## config.mk

```make
export PLATFORM = sky130hd
export DESIGN_NAME = rotary_encoder_button_decoder_unit
export DESIGN_NICKNAME = d
export VERILOG_FILES = /design/src/hdl/red_pkg.sv /design/src/hdl/red_vote.sv /design/src/hdl/rotary_encoder_button_decoder_unit.sv
export SDC_FILE = /design/constraint.sdc
export NUM_CORES = 1
export LEC_CHECK = 0
export BUFFER_PORTS_ARGS = -buffer_cell sky130_fd_sc_hd__buf_2
export CORE_ASPECT_RATIO = 1.25
export CORE_MARGIN = 2
export CORE_UTILIZATION = 55
export CTS_CLUSTER_DIAMETER = 30
export CTS_CLUSTER_SIZE = 16
export DETAILED_ROUTE_END_ITERATION = 16
export GPL_ROUTABILITY_DRIVEN = 0
export PLACE_DENSITY = 0.76
export REMOVE_ABC_BUFFERS = 1
export SYNTH_ARGS = -nofsm -noshare
export SYNTH_HDL_FRONTEND = slang
export SYNTH_SLANG_ARGS = --single-unit
```

## constraint.sdc

```tcl
create_clock -name clock -period 4.9 [get_ports clock]
set_clock_uncertainty 0.05 [all_clocks]
set_input_delay 0.98 -clock clock [delete_from_list [all_inputs] [get_ports clock]]
set_output_delay 0.98 -clock clock [all_outputs]
set_load 0.005 [all_outputs]
```

## src/hdl/red_pkg.sv

```systemverilog
package red_pkg;

   // Event codes carried in the result beat and held in the event store
   typedef enum logic [2:0] {
      EV_NONE    = 3'd0,
      EV_LEFT    = 3'd1,
      EV_RIGHT   = 3'd2,
      EV_PRESS   = 3'd3,
      EV_RELEASE = 3'd4,
      EV_LONG    = 3'd5
   } event_code_type;

   // Debounced AB phase codes kept in the phase history
   typedef enum logic [2:0] {
      PH_EMPTY = 3'd0,
      PH_A1B0  = 3'd1,
      PH_A0B1  = 3'd2,
      PH_A1B1  = 3'd3,
      PH_A0B0  = 3'd4
   } phase_type;

   // Request kinds (req_tuser)
   typedef enum logic {
      OP_SAMPLE = 1'b0,
      OP_GET    = 1'b1
   } op_type;

   // Register indexes on the csr port
   localparam int unsigned CSR_INDEX_WIDTH = 8;
   localparam logic [CSR_INDEX_WIDTH-1:0] CSR_REVERSE_DIRECTION = 8'd0;
   localparam logic [CSR_INDEX_WIDTH-1:0] CSR_LONG_PRESS_TICKS  = 8'd1;

   localparam int unsigned TIMER_WIDTH      = 16;
   localparam logic [TIMER_WIDTH-1:0] LONG_PRESS_RESET = 16'd1024;
   localparam logic [TIMER_WIDTH-1:0] TIMER_MAX        = 16'hFFFF;

   // event store holds QUEUE_LIMIT+1 entries; the count field is sized for it
   localparam int unsigned QUEUE_LIMIT     = 16;
   localparam int unsigned COUNT_OUT_WIDTH = 5;

endpackage

```

## src/hdl/red_vote.sv

```systemverilog
// One debounced pin: shift window plus majority vote on the updated window.
module red_vote #(
   parameter int WINDOW = 5
) (
   input  logic clock,
   input  logic reset,
   input  logic sample,
   input  logic level,
   output logic vote
);
   localparam int OW = $clog2(WINDOW + 1);
   localparam logic [OW-1:0] THRESHOLD = OW'((WINDOW + 1) / 2);

   logic [WINDOW-1:0] window_ff;
   logic [WINDOW-1:0] window_in;
   logic [WINDOW:0]   shifted;
   logic [OW-1:0]     ones;

   assign shifted   = {window_ff, level};
   assign window_in = shifted[WINDOW-1:0];

   always_comb begin
      ones = '0;
      for (int i = 0; i < WINDOW; i++) begin
         ones = ones + OW'(window_in[i]);
      end
   end

   // ties with an even window vote high
   assign vote = (ones >= THRESHOLD);

   always_ff @(posedge clock) begin
      if (reset) begin
         window_ff <= '1;
      end else if (sample) begin
         window_ff <= window_in;
      end
   end

endmodule

```

## src/hdl/rotary_encoder_button_decoder_unit.sv

```systemverilog
// An accepted req beat passes the input register, then the result register,
// to become the matching rsp beat. Throughput: one req beat per cycle unless
// rsp_tready stalls a held result; state is updated in the same cycle as the
// result register, so back-to-back beats see each other's effects.
// Reset (synchronous, active high): pipeline empty, debounce windows released,
// phase history empty, event count zero, config back to defaults.
module rotary_encoder_button_decoder_unit #(
   parameter int DEBOUNCE_WINDOW = 5
) (
   input  logic        clock,
   input  logic        reset,

   input  logic        req_tvalid,
   output logic        req_tready,
   input  logic [7:0]  req_tdata,   // [0] clk_level, [1] dt_level, [2] sw_level, rest zero
   input  logic        req_tuser,   // [0] op

   output logic        rsp_tvalid,
   input  logic        rsp_tready,
   output logic [15:0] rsp_tdata,   // [2:0] event_code, [7:3] queue_count, [8] dropped

   input  logic                               csr_valid,
   output logic                               csr_ready,
   input  logic [red_pkg::CSR_INDEX_WIDTH-1:0] csr_index,
   input  logic [red_pkg::TIMER_WIDTH-1:0]     csr_data
);
   import red_pkg::*;

   // store holds QUEUE_LIMIT+1 events, newest on top
   localparam int DEPTH = QUEUE_LIMIT + 1;
   localparam int CW    = $clog2(DEPTH + 1);
   localparam int IW    = $clog2(DEPTH);

   // ---------------- config registers ----------------
   logic                   reverse_ff;
   logic [TIMER_WIDTH-1:0] long_ticks_ff;

   assign csr_ready = 1'b1;

   always_ff @(posedge clock) begin
      if (reset) begin
         reverse_ff    <= 1'b0;
         long_ticks_ff <= LONG_PRESS_RESET;
      end else if (csr_valid) begin
         // unknown indexes are dropped
         if (csr_index == CSR_REVERSE_DIRECTION) begin
            reverse_ff <= csr_data[0];
         end else if (csr_index == CSR_LONG_PRESS_TICKS) begin
            long_ticks_ff <= csr_data;
         end
      end
   end

   // ---------------- input register ----------------
   logic       in_valid_ff;
   op_type     in_op_ff;
   logic [2:0] in_pins_ff;     // {sw, dt, clk}
   logic       advance;
   logic       out_valid_ff;

   // a beat moves into the result register when that register is free or draining
   assign advance    = in_valid_ff && (!out_valid_ff || rsp_tready);
   assign req_tready = !in_valid_ff || advance;

   always_ff @(posedge clock) begin
      if (reset) begin
         in_valid_ff <= 1'b0;
      end else if (req_tready) begin
         in_valid_ff <= req_tvalid;
      end
   end

   always_ff @(posedge clock) begin
      if (req_tready && req_tvalid) begin
         in_op_ff   <= op_type'(req_tuser);
         in_pins_ff <= req_tdata[2:0];
      end
   end

   // ---------------- debouncers ----------------
   logic sample;
   logic a_vote, b_vote, sw_vote;

   assign sample = advance && (in_op_ff == OP_SAMPLE);

   red_vote #(.WINDOW(DEBOUNCE_WINDOW)) u_vote_a (
      .clock (clock), .reset (reset), .sample (sample),
      .level (in_pins_ff[0]), .vote (a_vote)
   );
   red_vote #(.WINDOW(DEBOUNCE_WINDOW)) u_vote_b (
      .clock (clock), .reset (reset), .sample (sample),
      .level (in_pins_ff[1]), .vote (b_vote)
   );
   red_vote #(.WINDOW(DEBOUNCE_WINDOW)) u_vote_sw (
      .clock (clock), .reset (reset), .sample (sample),
      .level (in_pins_ff[2]), .vote (sw_vote)
   );

   // ---------------- decoder state ----------------
   logic                   last_sw_ff,  last_sw_in;
   logic                   ignore_ff,   ignore_in;
   logic [TIMER_WIDTH-1:0] timer_ff,    timer_in;
   phase_type              hist_ff [4];
   phase_type              hist_in [4];
   logic [CW-1:0]          count_ff,    count_in;

   event_code_type         store_ff [DEPTH];
   logic                   store_we;
   logic                   store_shift;
   logic [IW-1:0]          store_widx;
   logic [IW-1:0]          store_ridx;
   logic [CW-1:0]          count_dec;

   event_code_type         ev;
   logic                   drop;
   phase_type              ph;
   logic [TIMER_WIDTH-1:0] timer_inc;

   assign count_dec  = count_ff - 1'b1;
   assign store_ridx = count_dec[IW-1:0];

   always_comb begin
      last_sw_in  = last_sw_ff;
      ignore_in   = ignore_ff;
      timer_in    = timer_ff;
      hist_in     = hist_ff;
      count_in    = count_ff;
      ev          = EV_NONE;
      drop        = 1'b0;
      store_we    = 1'b0;
      store_shift = 1'b0;
      store_widx  = count_ff[IW-1:0];
      ph          = PH_A0B0;
      timer_inc   = (timer_ff != TIMER_MAX) ? timer_ff + 1'b1 : timer_ff;

      if (advance) begin
         if (in_op_ff == OP_GET) begin
            // pop newest; empty store gives no event
            if (count_ff != '0) begin
               count_in = count_dec;
               ev       = store_ff[store_ridx];
            end
         end else begin
            // button: press, release (muted after long press), repeating long press
            priority if (!sw_vote && last_sw_ff) begin
               timer_in = '0;
               ev       = EV_PRESS;
            end else if (sw_vote && !last_sw_ff) begin
               if (!ignore_ff) begin
                  ev = EV_RELEASE;
               end
               ignore_in = 1'b0;
            end else if (!sw_vote && !last_sw_ff) begin
               timer_in = timer_inc;
               if (timer_inc > long_ticks_ff) begin
                  ignore_in = 1'b1;
                  ev        = EV_LONG;
                  timer_in  = '0;
               end
            end else begin
               timer_in = timer_ff;
            end

            unique case ({a_vote, b_vote})
               2'b10:   ph = PH_A1B0;
               2'b01:   ph = PH_A0B1;
               2'b11:   ph = PH_A1B1;
               default: ph = PH_A0B0;
            endcase

            // button events take priority over history updates
            if (ev == EV_NONE && hist_ff[3] != ph) begin
               hist_in[0] = hist_ff[1];
               hist_in[1] = hist_ff[2];
               hist_in[2] = hist_ff[3];
               hist_in[3] = ph;
            end
            last_sw_in = sw_vote;

            // full detent sequences; a match overrides any button event
            if (hist_in[0] == PH_A0B1 && hist_in[1] == PH_A0B0 &&
                hist_in[2] == PH_A1B0 && hist_in[3] == PH_A1B1) begin
               hist_in = '{default: PH_EMPTY};
               ev      = reverse_ff ? EV_RIGHT : EV_LEFT;
            end else if (hist_in[0] == PH_A1B0 && hist_in[1] == PH_A0B0 &&
                         hist_in[2] == PH_A0B1 && hist_in[3] == PH_A1B1) begin
               hist_in = '{default: PH_EMPTY};
               ev      = reverse_ff ? EV_LEFT : EV_RIGHT;
            end

            // push; a full store drops its oldest entry
            if (ev != EV_NONE) begin
               if (count_ff == CW'(DEPTH)) begin
                  store_shift = 1'b1;
                  drop        = 1'b1;
               end else begin
                  store_we = 1'b1;
                  count_in = count_ff + 1'b1;
               end
            end
         end
      end
   end

   always_ff @(posedge clock) begin
      if (reset) begin
         last_sw_ff <= 1'b1;
         ignore_ff  <= 1'b0;
         timer_ff   <= '0;
         hist_ff    <= '{default: PH_EMPTY};
         count_ff   <= '0;
      end else begin
         last_sw_ff <= last_sw_in;
         ignore_ff  <= ignore_in;
         timer_ff   <= timer_in;
         hist_ff    <= hist_in;
         count_ff   <= count_in;
      end
   end

   // event store: contents are not reset, the count tells what is valid
   always_ff @(posedge clock) begin
      if (store_shift) begin
         for (int i = 0; i < DEPTH - 1; i++) begin
            store_ff[i] <= store_ff[i+1];
         end
         store_ff[DEPTH-1] <= ev;
      end else if (store_we) begin
         store_ff[store_widx] <= ev;
      end
   end

   // ---------------- result register ----------------
   event_code_type             out_code_ff;
   logic [COUNT_OUT_WIDTH-1:0] out_count_ff;
   logic                       out_drop_ff;
   logic [31:0]                count_wide;

   assign count_wide = 32'(count_in);

   always_ff @(posedge clock) begin
      if (reset) begin
         out_valid_ff <= 1'b0;
      end else if (advance) begin
         out_valid_ff <= 1'b1;
      end else if (rsp_tready) begin
         out_valid_ff <= 1'b0;
      end
   end

   always_ff @(posedge clock) begin
      if (advance) begin
         out_code_ff  <= ev;
         out_count_ff <= count_wide[COUNT_OUT_WIDTH-1:0];
         out_drop_ff  <= drop;
      end
   end

   assign rsp_tvalid = out_valid_ff;
   assign rsp_tdata  = {7'd0, out_drop_ff, out_count_ff, out_code_ff};

endmodule

```

== After elaboration in Yosys (flattened, before gate mapping) ==
Memories as Yosys holds them, arrays and structs flattened.
Cells that the tools add are included.

* $add $sub $neg: 15
* Multipliers: 0
* Div/mod/pow operators: 0
* Order comparisons: 4
* Eq/ne operators: 14
* Shift-type cells: 0
* Mux-type cells: 55
* Bitwise gates (word level): 3
* Reductions and logical operators: 33

{| class="wikitable"
|+ Operator list
! operator !! number
|-
| $mux W16 || 5
|-
| $mux W12 || 5
|-
| $mux W3 || 17
|-
| $mux W5 || 6
|-
| $mux W1 || 19
|-
| $add A3 B1 Y3 || 6
|-
| $add A16 B1 Y16 const B || 1
|-
| $gt A16 B16 Y1 || 1
|-
| $ne A16 B16 Y1 const B || 1
|-
| $logic_and A1 B1 Y1 || 13
|-
| $add A2 B1 Y3 || 3
|-
| $eq A3 B2 Y1 const B || 3
|-
| $ge A3 B2 Y1 const B || 3
|-
| $pmux W3 S3 || 1
|-
| $eq A8 B1 Y1 const B || 1
|-
| $logic_not A8 Y1 || 1
|-
| $reduce_bool A2 Y1 || 4
|-
| $add A1 B1 Y2 || 3
|-
| $eq A3 B1 Y1 const B || 2
|-
| $add A5 B1 Y5 const B || 1
|-
| $eq A5 B5 Y1 const B || 1
|-
| $reduce_and A5 Y1 || 1
|-
| $reduce_bool A5 Y1 || 1
|-
| $sub A5 B1 Y5 const B || 1
|-
| other kinds (15) || 24
|}

* Bits in registers: 79
* Latch bits: 0
* Memory bits (writable): 51
* ROM bits: 0
* Bits of input ports: 38
* Output and inout bits: 19
* Logic and storage cells: 145
* Memories: 1

{| class="wikitable"
|+ Memory list
! memory !! depth !! width !! read ports !! clocked after Yosys merged registers in !! write ports !! line !! text
|-
| store_ff || 17 || 3 || 17 || 0 || 17 || rotary_encoder_button_decoder_unit.sv:107 || <nowiki>event_code_type store_ff [DEPTH];</nowiki>
|}

== Longest topological paths before layout ==
Gate-level depths: netlist (run 1).

* Depth after elaboration: 34
* Mapped depth: 22
* Mapped depth without buffers: 18

== Modules after synthesis ==
From an unflattened synthesis (run 1), not the netlist that was laid out.

* Cell total of the unflattened synthesis: 828
* Area, all modules: 9462.8 µm²

{| class="wikitable"
|+ By module, submodules not included
! module !! instances !! cells each !! area each (µm²) !! sequential area each (µm²)
|-
| rotary_encoder_button_decoder_unit || 1 || 747 || 8745.9 || 4354.2
|-
| red_vote || 3 || 27 || 239.0 || 80.1
|}

== Least setup slack after synthesis (run 1) ==
No wires, ideal clock.

* Kind: register -> register
* Start: reg timer_ff[3]
* End: mem store_ff[18][0] (netlist name) (enable)
* Setup time: 0.374 ns
* Arrival: 4.586 ns
* Required time: 4.476 ns
* Slack: -0.110 ns
* Cell stages (with the launch flop): 19
* Path buffers: 3
* Clock period less this slack: 5.010 ns
* Cell sequence: dfxtp_1 > nand4_1 > nor4_2 > nand2_1 > or3_1 > clkbuf_1 > mux2_2 > ha_1 > nor2b_1 > o211ai_1 > a2111o_1 > a31o_2 > a211oi_2 > o22a_1 > buf_4 > a21o_2 > buf_4 > nand2_1 > nor4b_1

{| class="wikitable"
|+ RTL lines
! element !! line !! text
|-
| from (decl) || rotary_encoder_button_decoder_unit.sv:102 || <nowiki>logic [TIMER_WIDTH-1:0] timer_ff, timer_in;</nowiki>
|-
| from (signal assigned) || rotary_encoder_button_decoder_unit.sv:215 || <nowiki>timer_ff <= timer_in;</nowiki>
|-
| to (decl) || rotary_encoder_button_decoder_unit.sv:107 ||
|}

==> impl_metrics.toml, run 1 <==
[cells_and_area]
nNetsFinal = 1009
layout-drive-gt1-share_pct = 35.29
area_delta_synth_final_pct = 26.54
final_area_mm2 = 0.01178
antenna_cells = 0

[synthesis]
syn_area_mm2 = 0.009308
synth_top_cells_by_area = "edfxtp_1 35%, dfxtp_1 14%, mux4_2 7.3%"
synth_top_cells_by_count = "109 x edfxtp_1, 101 x nor2_1, 66 x dfxtp_1"
synthesis.instances = 826
synth.most_common_cell = "edfxtp_1"
synth-seq-cells = 175
yosys_warnings = 0
synth-main-ff-cell = "edfxtp_1"
ys_async_sr_fraction_pct = 0
synth_cell_types = 71
yosys.area.top_type = "edfxtp_1"
synth_top_area_share_pct = 35.17
synth_edf_count = 109
avgSynthCellArea_um2 = 11.27
yosysSeqAreaShare_pct = 49.36

[setup_path]
crit_arrival_ns = 5.21
crit_path_start_kind = "flop"
crit_path_start = "timer_ff[1]"
cp_max_fo = 6
cpMaxStageDelayCell = "a2111o_1"
cpLargestDelayFamily = "compound AO/OA/AOI/OAI gates"
slowest_delay_ns = 0.52
worstPathRequired_ns = 5.04
crit_buf_inv = 2
path_cells = "ha_4, nand2_4, nor4_4, nand2_1, or3_4, and2_4, and3_4, xor2_2, ha_1, nand4_1, a2111o_1, a31o_4, a211oi_4, o22ai_2, a222oi_1, buf_4, a31oi_4, buf_12, mux2_4"
endpoint_kind = "flop"
r2r_start = "timer_ff[1]"
critPathKind = "reg -> reg"

[power]
power.density_mw_per_mm2 = 276.2
p_leak_nw = 4.473
vdd_drop_max_mv = 0.2349

[clock_network]
cts.hold.buffers_added = 0
ctsHtreeMaxLevel = 4
cts.sinks = 175
cts_tree = "done"
clock_latency_ns = 0.44
clockRootBuffer = "clkbuf_16"
clkTransAtPathRegs_ns = 0.07
cts_buffer_depth = 2
numCtsBuffers = 17

[placement]
place_area_mm2 = 0.01009
dpl.hpwl_um = 14570
place.port_buffers = 43
post-place-ws_ns = -0.2875

[global_route]
grt_pass1_wl_um = 34480
grt_overflow = 0
grtUsageTotal_pct = 24.63
antenna_found_initial = 0
grt_max_degree = 46
grt_pass1_vias = 7099

[drt]
drtIter0Drc = 771
firstDrtPassIters = 5
dr_total_vias = 7154
wire_per_inst_um = 20.19
antenna_left = 0
wl_um = 23660
route.detailed.drc = 0
via_per_inst = 6.104

[timing]
slew_violations = 0
fin_crit_sh_pct = 103.4
worst_slew_pin_slew_ns = 1.316
finalSetupViolCount = 104
layout_setup_ws_ns = -0.1654
slew_headroom_pct = 12.17
rsz0062_at_grt = "true"
hold_viol = 0
max_freq_mhz = 197.4
fin_crit_ns = 5.065

[floorplanning]
fp.coreArea_mm2 = 0.01671
start_util_pct = 55.70
ios = 57
die_y_um = 149.4
rows = 53
die_x_um = 120.4
dieArea_mm2 = 0.01799

[flow_run]
drv_cap = 0

[hold_path]
hold_class = "reg -> reg"
hp-start = "u_vote_a.window_ff[0]"

[outcome]
violations = "negative setup slack"
status = "finished, violations left"
-- final cells by class --
cell class                      instances  area [um^2]
Clock buffer                           17        425.4
Clock inverter                         15        177.7
Fill cell                            1119         4933
Inverter                               51        191.4
Multi-Input combinational cell        562         5025
Sequential cell                       175         4599
Tap cell                              220        275.3
Timing Repair Buffer                  132         1084
-- sequential cells by signal, indices dropped and copies added, names as in the netlist, 3 cells and up --
| name | cells |
|---|---|
| hist_ff | 12 |
| u_vote_b.window_ff | 4 |
| count_ff | 5 |
| store_ff | 96 |
| out_code_ff | 3 |
| u_vote_a.window_ff | 4 |
| timer_ff | 16 |
| out_count_ff | 5 |
| long_ticks_ff | 16 |
| u_vote_sw.window_ff | 4 |
| in_pins_ff | 3 |
-- worst reg2reg max path, stage by stage (launching register included) --
cell and delay, ns:
dfxtp_2 0.36, ha_4 0.15, nand2_4 0.06, nor4_4 0.31, nand2_1 0.11, or3_4 0.36, and2_4 0.18, and3_4 0.16
xor2_2 0.15, ha_1 0.30, nand4_1 0.18, a2111o_1 0.52, a31o_4 0.29, a211oi_4 0.26, o22ai_2 0.11, a222oi_1 0.45
buf_4 0.20, a31oi_4 0.16, buf_12 0.20, mux2_4 0.28
-- per-layer routing --
layer	GRT usage [%]	wire (um)	vias up	share of wire [%]
li1	-	-	3267	-
met1	27.17	8789	3521	37
met2	44.49	12560	293	53
met3	5.030	1449	73	6.1
met4	13.08	865	0	3.7
met5	0	0	-	0
-- cell usage in the layout (no fill, tap or decap), types with 24 or more instances in the layout --
cell type and n:
edfxtp_1 109, a21oi_1 36, nor2_1 81, buf_2 43
mux2i_1 24, ha_1 24, mux2_4 26, buf_4 59
mux4_2 30, nand2_1 42, inv_1 51, dfxtp_1 62
-- metrics by stage --
step                total power, mW  hold slack, ns  setup TNS [ns]  utilization [%]  std cells
floorplan                     1.753          0.3854          -33.53                -        786
global placement              1.847          0.3901          -18.03            60.36       1106
detailed placement            1.851          0.4012          -25.03            60.36       1106
CTS                           3.212          0.4168               0            64.90       1148
global route                  3.344          0.4256          -34.12            70.48       1172
finish                        3.253          0.4131          -7.036            70.48       1172
-- where the power goes --
group	total, mW	internal (mW)	switching [mW]
Sequential	1.58	1.57	0.0110
Clock	1.37	0.727	0.640
Combinational	0.309	0.130	0.180
-- logic make-up after synthesis --
family	synth area share [%]
AOI/OAI and AO/OA	9.544
muxes	16.04
adders and majority gates	4.786
and+or+nand+nor	14.18
other	0.08069
DFF	49.36
buffers and inverters	4.691
xor gates and xnor gates	1.317
-- final timing paths --
kind | to | slack, ns | depth (start not counted)
setup / recovery | store_ff[11][0] | -0.17 | 19
hold reg to reg | u_vote_a.window_ff[1] | 0.41 | 1
setup reg to reg | store_ff[11][0] | -0.17 | 19
hold / removal | u_vote_a.window_ff[1] | 0.41 | 1
-- timing repair --
item	in CTS	in global routing
resized for setup	15	167
endpoints found under the setup margin	177	198
pin swaps	12	41
cloned	1	5
endpoints found under the hold margin	0	0
buffers inserted	9	19
No activity file was read; power rests on OpenSTA's default activity.
==> run 2: changes to the inputs <==
--- a/config.mk
+++ b/config.mk
@@ -13,6 +13,7 @@
 export CTS_CLUSTER_SIZE = 16
 export DETAILED_ROUTE_END_ITERATION = 16
 export GPL_ROUTABILITY_DRIVEN = 0
+export GPL_TIMING_DRIVEN = 0
 export PLACE_DENSITY = 0.76
 export REMOVE_ABC_BUFFERS = 1
 export SYNTH_ARGS = -nofsm -noshare
==> run 2 against run 1 <==
- the run still ends with negative setup slack left
- setup slack improved by 0.080 ns
- sequential power barely moved
- critical path depth increased by 1
- power up 3.1%
- global-route usage decreased by 0.75 points
- final cell count down 2.6%
- sequential share of layout area increased by 0.99 points
- clock power rose by 6%
- flip-flop and latch count unchanged
- first-iteration DRC count increased by 17%
- wire length grew 2.2%
- largest cell class unchanged
- highest routed layer unchanged
==> impl_metrics.toml, run 2 (synthesis results as in run 1) <==
[placement]
dpl.hpwl_um = 13660
dp.cells = 1051
place.port_buffers = 43
place_area_mm2 = 0.009629

[timing]
finalSetupViolCount = 114
fin_crit_ns = 4.985
rsz0062_at_grt = "true"
slew_violations = 0
hold_viol = 0
slew_headroom_pct = 11.33
fin_crit_sh_pct = 101.7
max_freq_mhz = 200.6
layout_setup_ws_ns = -0.08513
worst_slew_pin_slew_ns = 1.327

[cells_and_area]
most-common-layout-cells = "109 x edfxtp_1, 79 x nor2_1, 60 x dfxtp_1"
area_delta_synth_final_pct = 23.62
largest_reg_flops = 96
multi_input_area_mm2 = 0.005079
stdcell_count = 1141
final_common_cell = "edfxtp_1"
antenna_cells = 0
top_register = "store_ff"
nNetsFinal = 978
final_util_pct = 68.85
layout-drive-gt1-share_pct = 33.44
ff_latch_area_mm2 = 0.004607
final_area_mm2 = 0.01151
reg_top3 = "store_ff x96, long_ticks_ff x16, timer_ff x16"
nFillCells = 1099

[drt]
antenna_left = 0
wl_um = 24190
route.detailed.drc = 0
firstDrtPassIters = 6
drtIter0Drc = 899
dr_total_vias = 7212
via_per_inst = 6.321
wire_per_inst_um = 21.20

[hold_path]
hold_class = "reg -> reg"

[clock_network]
cts_tree = "done"
clockRootBuffer = "clkbuf_16"
clkTransAtPathRegs_ns = 0.08
cts.sinks = 175
cts.hold.buffers_added = 0
clock_latency_ns = 0.44
cts_buffer_depth = 2
ctsHtreeMaxLevel = 4
numCtsBuffers = 17

[setup_path]
crit_path_start_kind = "flop"
slowest_delay_ns = 0.44
cp_max_fo = 8
endpoint_kind = "flop"
path_cells = "ha_4, nand2_4, nor4_4, nand2_1, or3_4, buf_6, nand3_1, nor3_1, xor2_1, ha_1, nand4_1, a2111o_1, a31o_4, a211oi_4, o22a_4, a21o_4, buf_12, nand4_1, buf_6, mux2_4"
cpLargestDelayFamily = "compound AO/OA/AOI/OAI gates"
cpMaxStageDelayCell = "a2111o_1"
critPathKind = "reg -> reg"
worstPathRequired_ns = 5.05
crit_buf_inv = 3
crit_arrival_ns = 5.13

[global_route]
grt_overflow = 0
grtUsageTotal_pct = 23.87
antenna_found_initial = 0
grt_max_degree = 67
grt_pass1_vias = 6625
grt_pass1_wl_um = 33430

[floorplanning]
die_x_um = 120.4
start_util_pct = 55.70
die_y_um = 149.4
rows = 53
dieArea_mm2 = 0.01799
fp.coreArea_mm2 = 0.01671
ios = 57

[power]
vdd_drop_max_mv = 0.2476
power.density_mw_per_mm2 = 291.5
p_leak_nw = 4.229

[outcome]
status = "finished, violations left"
violations = "negative setup slack"

[flow_run]
drv_cap = 0
run 2: cell count changes in the layout (fill, tap and decap cells not counted), moves of 3 or more:
cell     before  now
mux2_4       26    9
buf_12        8    5
o21ai_2       0    4
mux2_2       23   40
o21ai_0      20   15
buf_4        59   33
buf_6        20   12
run 2: area by class of cell:
| cell class | instances | area share [%] |
|---|---|---|
| multi-input cells | 569 | 44.14 |
| repair buffers | 94 | 6.198 |
| flip-flops and latches | 175 | 40.04 |
| inverters | 51 | 1.664 |
| clock inverters | 15 | 1.870 |
| clock buffers | 17 | 3.697 |
| well taps | 220 | 2.392 |
run 2: path summary, 6_finish.rpt:
path | to | depth (start not counted) | startpoint | slack (ns)
hold reg to reg | u_vote_a.window_ff[1] | 1 | u_vote_a.window_ff[0] | 0.42
setup reg to reg | store_ff[8][0] | 20 | timer_ff[1] | -0.09
setup / recovery | store_ff[8][0] | 20 | timer_ff[1] | -0.09
hold / removal | u_vote_a.window_ff[1] | 1 | u_vote_a.window_ff[0] | 0.42
run 2: where the power goes:
| group | total (mW) | switching, mW | leakage (nW) | internal (mW) |
|---|---|---|---|---|
| clock network | 1.45 | 0.660 | 0.308 | 0.788 |
| registers | 1.58 | 0.0122 | 1.57 | 1.56 |
| logic | 0.330 | 0.197 | 2.35 | 0.133 |
| total | 3.35 | 0.869 | 4.23 | 2.49 |
run 2: metal layers:
metal	global-route usage, %	vias to the layer above	wire length (um)
li1	-	3212	-
met1	27.62	3478	8608
met2	42.73	414	12590
met3	4.116	108	1711
met4	11.74	0	1275
met5	0	-	0
run 2: per-stage QoR:
step / hold slack, ns / TNS (ns) / setup WS, ns / total power, mW
2_1_floorplan: 0.3854 / -33.53 / -0.3644 / 1.753
3_3_place_gp: 0.3925 / -246.77 / -1.566 / 1.820
3_5_place_dp: 0.3991 / -239.77 / -1.701 / 1.827
4_1_cts: 0.4149 / 0 / 0.0005733 / 3.288
5_1_grt: 0.4383 / -33.25 / -0.2705 / 3.453
6_report: 0.4162 / -4.089 / -0.08513 / 3.354
run 2: timing repair:
item                                    4_1_cts  5_1_grt
endpoints found under the setup margin      214      201
resized for setup                            44      126
endpoints found under the hold margin         0        0
setup buffers                                17       34
pin swaps                                    16       44
cloned                                        2        7
run 2: worst register-to-register path: stages (launching register included):
cell	delay, ns
dfxtp_4	0.37
ha_4	0.16
nand2_4	0.06
nor4_4	0.30
nand2_1	0.11
or3_4	0.41
buf_6	0.14
nand3_1	0.11
nor3_1	0.07
xor2_1	0.16
ha_1	0.29
nand4_1	0.18
a2111o_1	0.44
a31o_4	0.30
a211oi_4	0.31
o22a_4	0.28
a21o_4	0.21
buf_12	0.13
nand4_1	0.11
buf_6	0.24
mux2_4	0.30
